[src/hw/rtl/rvtp_ram.sv]
// Generic simple dual-port RAM: one write port, one read port, registered read.
// No dependencies.
`timescale 1ns / 1ps

module rvtp_ram #(
  parameter int WIDTH = 8,
  parameter int DEPTH = 16
) (
  input  logic                     clk,
  input  logic                     we,
  input  logic [$clog2(DEPTH)-1:0] waddr,
  input  logic [WIDTH-1:0]         wdata,
  input  logic                     re,
  input  logic [$clog2(DEPTH)-1:0] raddr,
  output logic [WIDTH-1:0]         rdata
);

  logic [WIDTH-1:0] mem [DEPTH];

  always_ff @(posedge clk) begin
    if (we) begin
      mem[waddr] <= wdata;
    end
    if (re) begin
      rdata <= mem[raddr];
    end
  end

endmodule

[config.mk]
export PLATFORM = sky130hd
export DESIGN_NAME = rvtp_ram
export DESIGN_NICKNAME = d
export VERILOG_FILES = /design/src/hw/rtl/rvtp_ram.sv
export SDC_FILE = /design/constraint.sdc
export NUM_CORES = 1
export LEC_CHECK = 0
export ABC_CLOCK_PERIOD_IN_PS = 2100
export BUFFER_PORTS_ARGS = -buffer_cell sky130_fd_sc_hd__clkbuf_2
export CORE_MARGIN = 4
export CORE_UTILIZATION = 35
export DETAILED_ROUTE_END_ITERATION = 10
export SLEW_MARGIN = 20
export SYNTH_ARGS = -nofsm -noshare
export SYNTH_HDL_FRONTEND = slang
export SYNTH_SLANG_ARGS = --single-unit
[constraint.sdc]
create_clock -name clk -period 2.1 [get_ports clk]
set_input_delay 0.105 -clock clk [delete_from_list [all_inputs] [get_ports clk]]
set_output_delay 0.105 -clock clk [all_outputs]
set_load 0.1 [all_outputs]
==> results_dict.tcl <==
set metrics [dict create \
    outcome "finished clean" \
    grt_max_degree 33 \
    drv_slew 0 \
    floorplan.initialDensity 0.358 \
    min_period_ps 1520 \
    gp_congestion 0.700 \
    synthArstFlopShare 0 \
    powerDensity_mw_per_mm2 1060 \
    wl_um 10100 \
    slew_headroom 0.626 \
    hold_path.class "primary input to flip-flop" \
    yosys.area.top_type "edfxtp_1" \
    cp-end-kind "flip-flop" \
    ff2ff_path_depth 3 \
    maxCapViolCount 0 \
    r2r_start "mem[2][0]" \
    arrival_ps 1660 \
    ant_nets 0 \
    grt_pass1_vias 2568 \
    power.switching_mw 1.31 \
    clockRootBuffer "clkbuf_16" \
    cts_resized 0 \
    overflow 0 \
    clk_latency_ps 410 \
    grt_usage 0.129 \
    hold_violations 0 \
    antennaDiodeCount 0 \
    switching_share 0.196 \
    synth.top_cell.area_share 0.781 \
    critPathMaxFanout 1 \
    required_ps 2250 \
    rsz0062_at_grt "no" \
    crit_type "flip-flop to flip-flop" \
    ys.flop_type "edfxtp_1" \
    p_comb_frac 0.056 \
    yosysWarnings 0 \
    die_x_um 130 \
    die_y_um 130 \
    clock_power_share 0.486 \
    max-vdd-ir-drop_mv 0.595 \
    ctsHoldBuffers 0 \
    syn_area_mm2 0.00523 \
    finalPower_mw 6.71 \
    drcViolationCount 0 \
    timing.setup.tns_ps 0 \
    dp.cells 449 \
    drive_gt1_frac 0.316 \
    antenna_found_initial 0 \
    areaGrowthSynthToFinish_pct 21.2 \
    intPower_mw 5.39 \
    start_kind "flip-flop" \
    wl_per_cell_um 21.0 \
    yosysSeqAreaShare 0.781 \
    synth_seq_cells 136 \
    yosys-top-cells-area "edfxtp_1 78%, mux4_2 7.8%, mux4_1 7.0%, a22oi_1 2.3%, nor2_1 0.93%" \
    fin_cells 481 \
    synth_nets 248 \
    tritoncts "yes" \
    fin_area_mm2 0.00633 \
    fin_crit_sh 0.722 \
    fin_skew_ps 3.68 \
    fp-row-count 44 \
    yosys.cell_count.top_type "edfxtp_1" \
    grt_pass1_wl_um 15300 \
    viasPerCell 5.04 \
    p_leak_nw 2.14 \
    synth_edf_count 136 \
    seq_power_share 0.459 \
    setup_viol 0 \
    cts_sinks 136 \
    die_area_mm2 0.0170 \
    min_path_cells 1 \
    rrSetupSlack_ps 580 \
    place_area_mm2 0.00568 \
    whs_endpoint "mem[15][1]" \
    r2r_end "rdata[0]" \
    cts_setup_buffers 0 \
    dr.pass1.iters 6 \
    synth_cell_types 18 \
    worstMarginPinSlew_ps 563 \
    port_buffers 26 \
    dpl.hpwl_um 6360 \
    cts_max_level 4 \
    ios 27 \
    fmax_ghz 0.660 \
    avgSynthCellArea_um2 22.8 \
    numCtsBuffers 17 \
    via_count 2422 \
    synthTopCellsByCount "136 x edfxtp_1, 18 x mux4_2, 16 x a22oi_1" \
    initialDrtViolationCount 205 \
    clkTransAtPathRegs_ps 50 \
    coreArea_mm2 0.0146 \
    clockBufferDepth 2 \
    synth_cells 229 \
    min-delay-start "wdata[1]" \
    final_core_util 0.434 \
    finalNetCount 303 \
]
## cell usage in the layout (no fill, tap or decap)
cell | Yosys | layout
nor3_1 | 4 | 4
and2_1 | 1 | 1
nand3_1 | 1 | 1
buf_4 | 1 | 18
clkbuf_2 | 0 | 26
clkinv_4 | 0 | 1
clkbuf_1 | 0 | 1
or3b_2 | 1 | 1
clkinv_2 | 0 | 2
a22oi_1 | 16 | 16
nor2b_1 | 1 | 1
and2b_1 | 1 | 1
clkinvlp_4 | 0 | 3
buf_12 | 0 | 2
nand3b_1 | 2 | 2
mux4_1 | 14 | 14
mux4_2 | 18 | 18
clkbuf_16 | 0 | 17
nand2_1 | 9 | 9
nor2_1 | 13 | 13
edfxtp_1 | 136 | 136
clkinv_1 | 0 | 2
nand2b_1 | 2 | 2
bufinv_16 | 0 | 6
## through the flow
step                      hold WS (ps)  worst slack [ps]
after floorplan                    204               502
after global placement             516               321
after detailed placement           549               305
after CTS                          120               538
after global routing               122               541
final                              119               584
## registers in the layout, summed over array words and instances (netlist names)
signal	cells
rdata	8
mem	128
## cell families (layout without fill, tap and decap cells)
| group | after synthesis | after routing | synth area share |
|---|---|---|---|
| buffers and inverters | 10 | 78 | 0.0165 |
| AND/OR/NAND/NOR | 35 | 35 | 0.0314 |
| AO/OA/AOI/OAI | 16 | 16 | 0.0230 |
| multiplexers | 32 | 32 | 0.148 |
| flip-flops | 136 | 136 | 0.781 |
## worst max-delay path, stage by stage, from the launching register on
cell and delay [ps]:
edfxtp_1 370, mux4_1 490, a22oi_1 300, nand2_1 100
## final cells by class
cell class | instances | area, um2
Clock buffer | 18 | 429
Tap cell | 184 | 230
Multi-Input combinational cell | 83 | 1060
Fill cell | 1235 | 8250
Sequential cell | 136 | 4080
Timing Repair Buffer | 46 | 305
Clock inverter | 14 | 229
## power by group through the flow
stage | Combinational (mW) | Sequential (mW) | Clock, mW
after floorplan | 0.154 | 3.22 | 0
after global placement | 0.374 | 3.13 | 0
after detailed placement | 0.379 | 3.13 | 0
after CTS | 0.380 | 3.08 | 3.31
after global routing | 0.397 | 3.08 | 3.44
final | 0.372 | 3.08 | 3.26
## layer usage
metal,wire length (um),vias to the layer above,GRT usage,part of all wire
li1,-,1088,-,-
met1,4500,1256,0.179,0.45
met2,4830,70,0.196,0.48
met3,687,8,0.0434,0.068
met4,77,0,0.0330,0.0076
met5,0,-,0,0
## worst max-delay path by stage
stage                          from   endpoint  slack, ps  cells after the start
after floorplan            waddr[2]  mem[0][0]        500                      2
after global placement     raddr[0]   rdata[3]        320                      5
after detailed placement   raddr[0]   rdata[0]        310                      5
after CTS                 mem[2][0]   rdata[0]        540                      3
after global routing      mem[2][0]   rdata[0]        540                      3
final                     mem[2][0]   rdata[0]        580                      3
Power figures use the tool's default switching activity.
