--- src/hw/rtl/rvtp_pkg.sv ---
// Shared types and constants for the rate/voltage table patcher.
// Used by the top level and by the voltage arithmetic unit; no dependencies.
`timescale 1ns / 1ps

package rvtp_pkg;

  localparam int RATE_W = 26;
  localparam int VOLT_W = 21;

  // Voltage arithmetic: steps of 6250 uV, values above ABS_LIMIT are absolute.
  localparam int unsigned STEP_UV     = 6250;
  localparam int unsigned ABS_LIMIT   = 10000;
  localparam int unsigned VOLT_MAX    = 2097151;
  // floor(x / 6250) == (x * RECIP_M) >> RECIP_SHIFT for every x below 2953904,
  // which covers every voltage plus the rounding offset of 6249.
  localparam int unsigned RECIP_M     = 2748780;
  localparam int          RECIP_SHIFT = 34;
  localparam int          Q_W         = 14;  // holds a step count up to 10000
  localparam int          QA_W        = 10;  // holds a rounded absolute quotient

  typedef enum logic [1:0] {
    KIND_PATCH  = 2'd0,
    KIND_APPEND = 2'd1,
    KIND_READ   = 2'd2
  } kind_t;

  typedef enum logic [2:0] {
    ST_UPDATED   = 3'd0,
    ST_DELETED   = 3'd1,
    ST_INSERTED  = 3'd2,
    ST_APPENDED  = 3'd3,
    ST_READ      = 3'd4,
    ST_ZERO_RATE = 3'd5,
    ST_FULL      = 3'd6,
    ST_BAD_INDEX = 3'd7
  } status_t;

  typedef struct packed {
    logic              go;
    logic [VOLT_W-1:0] base;
    logic [VOLT_W-1:0] volt;
  } volt_req_t;

  typedef struct packed {
    logic              done;
    logic [VOLT_W-1:0] value;
  } volt_resp_t;

endpackage

--- src/hw/rtl/rvtp_volt_unit.sv ---
// Two-stage voltage arithmetic: rounds an absolute value up to a 6250 uV step,
// or adds a step count to a base, with saturation. Depends on rvtp_pkg.
`timescale 1ns / 1ps

module rvtp_volt_unit
  import rvtp_pkg::*;
(
  input  logic       clk,
  input  logic       rst,
  input  volt_req_t  req,
  output volt_resp_t resp
);

  logic              s1_valid;
  logic              s1_abs;
  logic [Q_W-1:0]    s1_q;
  logic [VOLT_W-1:0] s1_base;

  logic              is_abs;
  logic [VOLT_W:0]   v_round;
  logic [43:0]       prod1;
  logic [QA_W-1:0]   q_abs;
  logic [26:0]       prod2;
  logic [27:0]       sum;
  logic [VOLT_W-1:0] sat;

  // Ceiling division by the step size through a reciprocal multiply.
  assign is_abs  = req.volt > VOLT_W'(ABS_LIMIT);
  assign v_round = {1'b0, req.volt} + (VOLT_W + 1)'(STEP_UV - 1);
  assign prod1   = 44'(v_round) * 44'(RECIP_M);
  assign q_abs   = prod1[RECIP_SHIFT +: QA_W];

  assign prod2 = 27'(s1_q) * 27'(STEP_UV);
  assign sum   = s1_abs ? 28'(prod2) : 28'(s1_base) + 28'(prod2);
  assign sat   = (sum > 28'(VOLT_MAX)) ? VOLT_W'(VOLT_MAX) : sum[VOLT_W-1:0];

  always_ff @(posedge clk) begin
    if (rst) begin
      s1_valid  <= 1'b0;
      resp.done <= 1'b0;
    end else begin
      s1_valid  <= req.go;
      resp.done <= s1_valid;
      if (req.go) begin
        s1_abs  <= is_abs;
        s1_q    <= is_abs ? Q_W'(q_abs) : req.volt[Q_W-1:0];
        s1_base <= req.base;
      end
      if (s1_valid) begin
        resp.value <= sat;
      end
    end
  end

endmodule

--- config.mk ---
export PLATFORM = sky130hd
export DESIGN_NAME = rvtp_volt_unit
export DESIGN_NICKNAME = d
export VERILOG_FILES = /design/src/hw/rtl/rvtp_pkg.sv /design/src/hw/rtl/rvtp_volt_unit.sv
export SDC_FILE = /design/constraint.sdc
export NUM_CORES = 1
export LEC_CHECK = 0
export ABC_AREA = 1
export BUFFER_PORTS_ARGS = -buffer_cell sky130_fd_sc_hd__buf_2
export CORE_MARGIN = 1
export CORE_UTILIZATION = 65
export CTS_BUF_LIST = sky130_fd_sc_hd__clkbuf_16
export CTS_CLUSTER_DIAMETER = 60
export DETAILED_ROUTE_END_ITERATION = 6
export GPL_ROUTABILITY_DRIVEN = 0
export GPL_TIMING_DRIVEN = 0
export PLACE_DENSITY = 0.83
export RECOVER_POWER = 100
export SKIP_CTS_REPAIR_TIMING = 1
export SYNTH_ARGS = -nofsm -noshare
export SYNTH_HDL_FRONTEND = slang
export SYNTH_SLANG_ARGS = --single-unit
--- constraint.sdc ---
create_clock -name clk -period 8.6 [get_ports clk]
set_input_delay 1.29 -clock clk [delete_from_list [all_inputs] [get_ports clk]]
set_output_delay 1.29 -clock clk [all_outputs]
set_load 0.005 [all_outputs]
==> flow_summary.json, run 1 <==
{
  "clockRootBuffer": "clkbuf_16",
  "track_usage": 0.323,
  "final_net_count": 2775,
  "hold_viol_final": 0,
  "syn-cell-area_sq_mm": 0.0169,
  "wire_per_inst_microns": 17.5,
  "arrival_ps": 8460,
  "max-cap-violations": 2,
  "die_w_microns": 163,
  "drive_gt1_frac": 0.0995,
  "cp_data_required_time_ps": 8670,
  "synth_flop_cell": "edfxtp_1",
  "grt_pass1_wl_microns": 67000,
  "ios": 67,
  "yosysUniqueCellTypes": 46,
  "final.setup_skew_ps": 13.4,
  "drt_iter0_markers": 817,
  "routed_wl_microns": 43900,
  "ys_ff_latch": 59,
  "rows": 58,
  "synth_commonest_cells": "540 x inv_1, 355 x ha_1, 292 x nand2_1",
  "clock_path_buffers": 2,
  "cp-start-kind": "input port",
  "cts.htree.levels": 3,
  "die_h_microns": 163,
  "synth_area_leaders": "ha_1 26%, fa_1 25%, inv_1 12%",
  "num_vias": 14084,
  "violations": "capacitance limit, slew limit",
  "seq_area_frac_synth": 0.104,
  "dr.pass1.iters": 7,
  "slew_violations": 58,
  "async_flop_share": 0,
  "synth_edf_count": 57,
  "postSynthCellCount": 2048,
  "period_share": 0.975,
  "worst_pin_slew_ps": 2050,
  "cts_sinks": 59,
  "fillers": 1817,
  "cts_tree": "done",
  "relSlewSlack": -0.369,
  "first_global_vias": 14197,
  "cts_made_buffers": 9,
  "synth_area_per_cell_sq_um": 8.25,
  "yosysTopAreaCell": "ha_1",
  "worstSetupPathType": "in2reg",
  "status": "finished with violations",
  "vias_per_cell": 5.63,
  "final_core_util": 0.731,
  "grt-ovfl-total": 0,
  "diodes": 0,
  "setup_violations": 0,
  "hold_path_class": "reg2reg",
  "synthesis.nets": 2657,
  "slowest_stage": "fa_1",
  "hold_ws_ps": 460,
  "core_area_sq_mm": 0.0253,
  "ant_nets": 0,
  "synth_top_area_frac": 0.263,
  "end_kind": "register",
  "path_max_fanout": 7,
  "path_clk_slew_ps": 60,
  "final.setup.tns_ps": 0,
  "period_needed_ps": 8390,
  "placed_area_sq_mm": 0.0177,
  "port_buffers": 65,
  "grt_antenna_before_repair": 0,
  "areaGrowthSynthToFinish_pct": 9.56,
  "slowest_delay_ps": 550,
  "start_util": 0.667,
  "die_area_sq_mm": 0.0266,
  "insertion_delay_ps": 350,
  "fmax_mhz": 119,
  "grt_max_degree": 36,
  "yosys_warnings": 0,
  "synthMostInstantiatedCell": "inv_1",
  "dp_hpwl_microns": 36100,
  "stdcell_area_sq_mm": 0.0185,
  "drcViolationCount": 0
}
per-stage QoR:
| stage | std cells | setup slack [ps] |
|---|---|---|
| after floorplan | 2048 | 640 |
| after global placement | 2443 | -859 |
| after detailed placement | 2444 | -1040 |
| after CTS | 2460 | -687 |
| after global routing | 2501 | -148 |
| final | 2501 | 211 |
registers in the layout (all words and copies together), names as in the netlist:
name      count
s1_base      21
s1_abs        1
resp         22
s1_valid      1
s1_q         14
logic make-up (layout without fill, tap and decap cells):
logic type / Yosys count / after routing / share of synthesized area
mux: 6 / 6 / 0.00355
simple gates: 602 / 602 / 0.161
xor+xnor: 51 / 51 / 0.0264
flops: 59 / 59 / 0.104
fa+ha+maj: 564 / 564 / 0.510
buf+inv: 560 / 683 / 0.127
compound gates: 206 / 206 / 0.0682
layer usage:
layer,up-vias,wire (microns),track usage
met5,-,0,0
met4,0,2640,0.167
met3,195,2460,0.0510
met2,540,22400,0.592
met1,6661,16300,0.358
li1,6688,-,-
area by class of cell:
class                      instances  area (sq um)  share of cell area
buffer                            14          87.6             0.00473
timing repair buffer             107           656              0.0354
multi-input combinational       1429         13200               0.715
inverter                         546          2070               0.112
tap                              330           413              0.0223
clock buffer                       9           225              0.0122
clock inverter                     7          77.6             0.00419
sequential                        59          1750              0.0946
cell usage in the layout, fill, tap and decap left out, types with 7 or more instances in the layout:
cell / count
inv_1: 534
ha_1: 355
nand2_1: 290
fa_1: 209
nor2_1: 117
a21oi_1: 83
o21ai_0: 69
buf_2: 61
nand3_1: 60
edfxtp_1: 57
nand4_1: 41
buf_4: 40
nand2_2: 23
xor2_1: 23
xnor2_1: 19
nor2_2: 15
clkbuf_1: 14
a21o_1: 13
nor3_1: 12
o21bai_1: 12
a31oi_1: 10
clkbuf_16: 9
clkinvlp_4: 8
nor2_4: 7
xor2_4: 7
nand3_2: 7
final timing paths:
kind | start | end | slack (ps) | cells past startpoint
max | req[0] | s1_q[4]$_DFFE_PP_ | 210 | 34
min reg2reg | s1_valid$_SDFF_PP0_ | resp[21]$_SDFF_PP0_ | 460 | 2
max reg2reg | s1_q[2]$_DFFE_PP_ | resp[7]$_SDFFCE_PN1P_ | 1610 | 30
min | s1_valid$_SDFF_PP0_ | resp[21]$_SDFF_PP0_ | 460 | 2
critical path, delay by kind of cell:
| kind | cells | cell delay (ps) |
|---|---|---|
| compound gates | 5 | 760 |
| buf+inv | 5 | 360 |
| xor+xnor | 1 | 360 |
| fa+ha+maj | 9 | 3560 |
| simple gates | 14 | 2080 |
Power of run 1 is left out: the tool's default activity adds up to more than one toggle a clock period on the data nets, which glitch-free logic cannot reach.
==> run 2, diff against run 1 <==
--- a/config.mk
+++ b/config.mk
@@ -7,6 +7,7 @@
 export LEC_CHECK = 0
 export ABC_AREA = 1
 export BUFFER_PORTS_ARGS = -buffer_cell sky130_fd_sc_hd__buf_2
+export CORE_ASPECT_RATIO = 0.9
 export CORE_MARGIN = 1
 export CORE_UTILIZATION = 65
 export CTS_BUF_LIST = sky130_fd_sc_hd__clkbuf_16
==> flow_summary.json, run 2 (synthesized netlist as in run 1, its figures left out) <==
{
  "status": "finished with violations",
  "violations": "DRC, capacitance limit, slew limit",
  "dr.pass1.iters": 7,
  "final_core_util": 0.727,
  "track_usage": 0.342,
  "cts_sinks": 59,
  "final.setup.tns_ps": 0,
  "rows": 55,
  "final_cells": 2501,
  "cp-start-kind": "input port",
  "cts_tree": "done",
  "cts.htree.levels": 3,
  "grt_antenna_before_repair": 2,
  "path_delay_family": "adder cells",
  "wire_per_inst_microns": 17.7,
  "start_util": 0.667,
  "grt_max_degree": 28,
  "routed_wl_microns": 44200,
  "worst_pin_slew_ps": 1630,
  "die_w_microns": 172,
  "dp_cells": 2457,
  "cts_made_buffers": 9,
  "slowest_stage": "fa_1",
  "port_buffers": 65,
  "relSlewSlack": -0.0833,
  "areaGrowthSynthToFinish_pct": 8.97,
  "crit_buf_inv": 7,
  "worst-r2r-cell-count": 31,
  "clockRootBuffer": "clkbuf_16",
  "hp-start": "s1_valid$_SDFF_PP0_",
  "fmax_mhz": 120,
  "cp_data_required_time_ps": 8660,
  "end_kind": "register",
  "ios": 67,
  "reg2reg_slack_ps": 1990,
  "die_area_sq_mm": 0.0266,
  "core_area_sq_mm": 0.0253,
  "grt-ovfl-total": 0,
  "drt_iter0_markers": 1174,
  "drcViolationCount": 1,
  "slowest_delay_ps": 570,
  "final_net_count": 2762,
  "period_share": 0.969,
  "vias_per_cell": 5.65,
  "largest_registers": "resp x22, s1_base x21, s1_q x14",
  "grt_pass1_wl_microns": 70300,
  "dp_hpwl_microns": 37400,
  "ant_nets": 0,
  "arrival_ps": 8400,
  "worstSetupPathType": "in2reg",
  "layout_common_cells": "534 x inv_1, 354 x ha_1, 286 x nand2_1",
  "worst_slack_ps": 267,
  "r2r-end": "resp[0]$_SDFFCE_PN1P_",
  "num_vias": 14138,
  "hold_viol_final": 0,
  "whs_path_depth": 2,
  "path_max_fanout": 6,
  "largest_register_ff_count": 22,
  "clock_path_buffers": 2,
  "insertion_delay_ps": 340,
  "drive_gt1_frac": 0.0890,
  "first_global_vias": 14487,
  "max-cap-violations": 2,
  "r2r_start": "s1_q[2]$_DFFE_PP_",
  "min_delay_worst_endpoint": "resp[21]$_SDFF_PP0_",
  "final_common_cell": "inv_1",
  "hold_path_class": "reg2reg",
  "slew_violations": 50,
  "path_clk_slew_ps": 60,
  "final.setup_skew_ps": 10.7,
  "top_register": "resp",
  "setup_violations": 0,
  "period_needed_ps": 8330,
  "die_h_microns": 155,
  "dp_slack_ps": -938
}
[run 2: cell count changes in the layout (fill, tap and decap cells not counted), sizes merged]
cell,before,now
buf,107,82
clkbuf,23,35
clkinv,3,4
clkinvlp,8,7
diode,0,1
[run 2: worst max-delay path by stage]
stage / startpoint / endpoint / slack, ps / depth (start not counted)
6_report: req[0] / s1_q[5]$_DFFE_PP_ / 270 / 36
5_1_grt: req[0] / s1_q[4]$_DFFE_PP_ / -70 / 37
4_1_cts: req[0] / s1_q[5]$_DFFE_PP_ / -600 / 35
3_5_place_dp: req[0] / s1_q[5]$_DFFE_PP_ / -940 / 35
3_3_place_gp: req[0] / s1_q[5]$_DFFE_PP_ / -950 / 37
2_1_floorplan: req[0] / s1_q[4]$_DFFE_PP_ / 640 / 35
[run 2: tightest hold or removal path: cells and delay by family (launching register included)]
| family | cells | cell delay (ps) |
|---|---|---|
| flops | 1 | 300 |
| buf+inv | 1 | 80 |
| simple gates | 1 | 50 |
[run 2: final cells by class]
| type | instances | area [sq um] |
|---|---|---|
| antenna | 1 | 2.50 |
| buffer | 14 | 95.1 |
| clock buffer | 9 | 225 |
| clock inverter | 7 | 77.6 |
| fill | 1864 | 6910 |
| inverter | 546 | 2070 |
| multi-input combinational | 1429 | 13200 |
| sequential | 59 | 1750 |
| tap | 342 | 428 |
| timing repair buffer | 94 | 518 |
[run 2: metrics by stage]
stage	area, sq um	hold slack [ps]
2_1_floorplan	16900	410
3_3_place_gp	17700	416
3_5_place_dp	17700	473
4_1_cts	18000	482
5_1_grt	18400	484
6_report	18400	472
[run 2: routing by layer]
metal,track usage,up-vias,share of wire
met5,0,-,0
met4,0.157,0,0.052
met3,0.0562,159,0.088
met2,0.581,664,0.47
met1,0.426,6654,0.39
li1,-,6661,-
Power of run 2 is left out for the same reason.
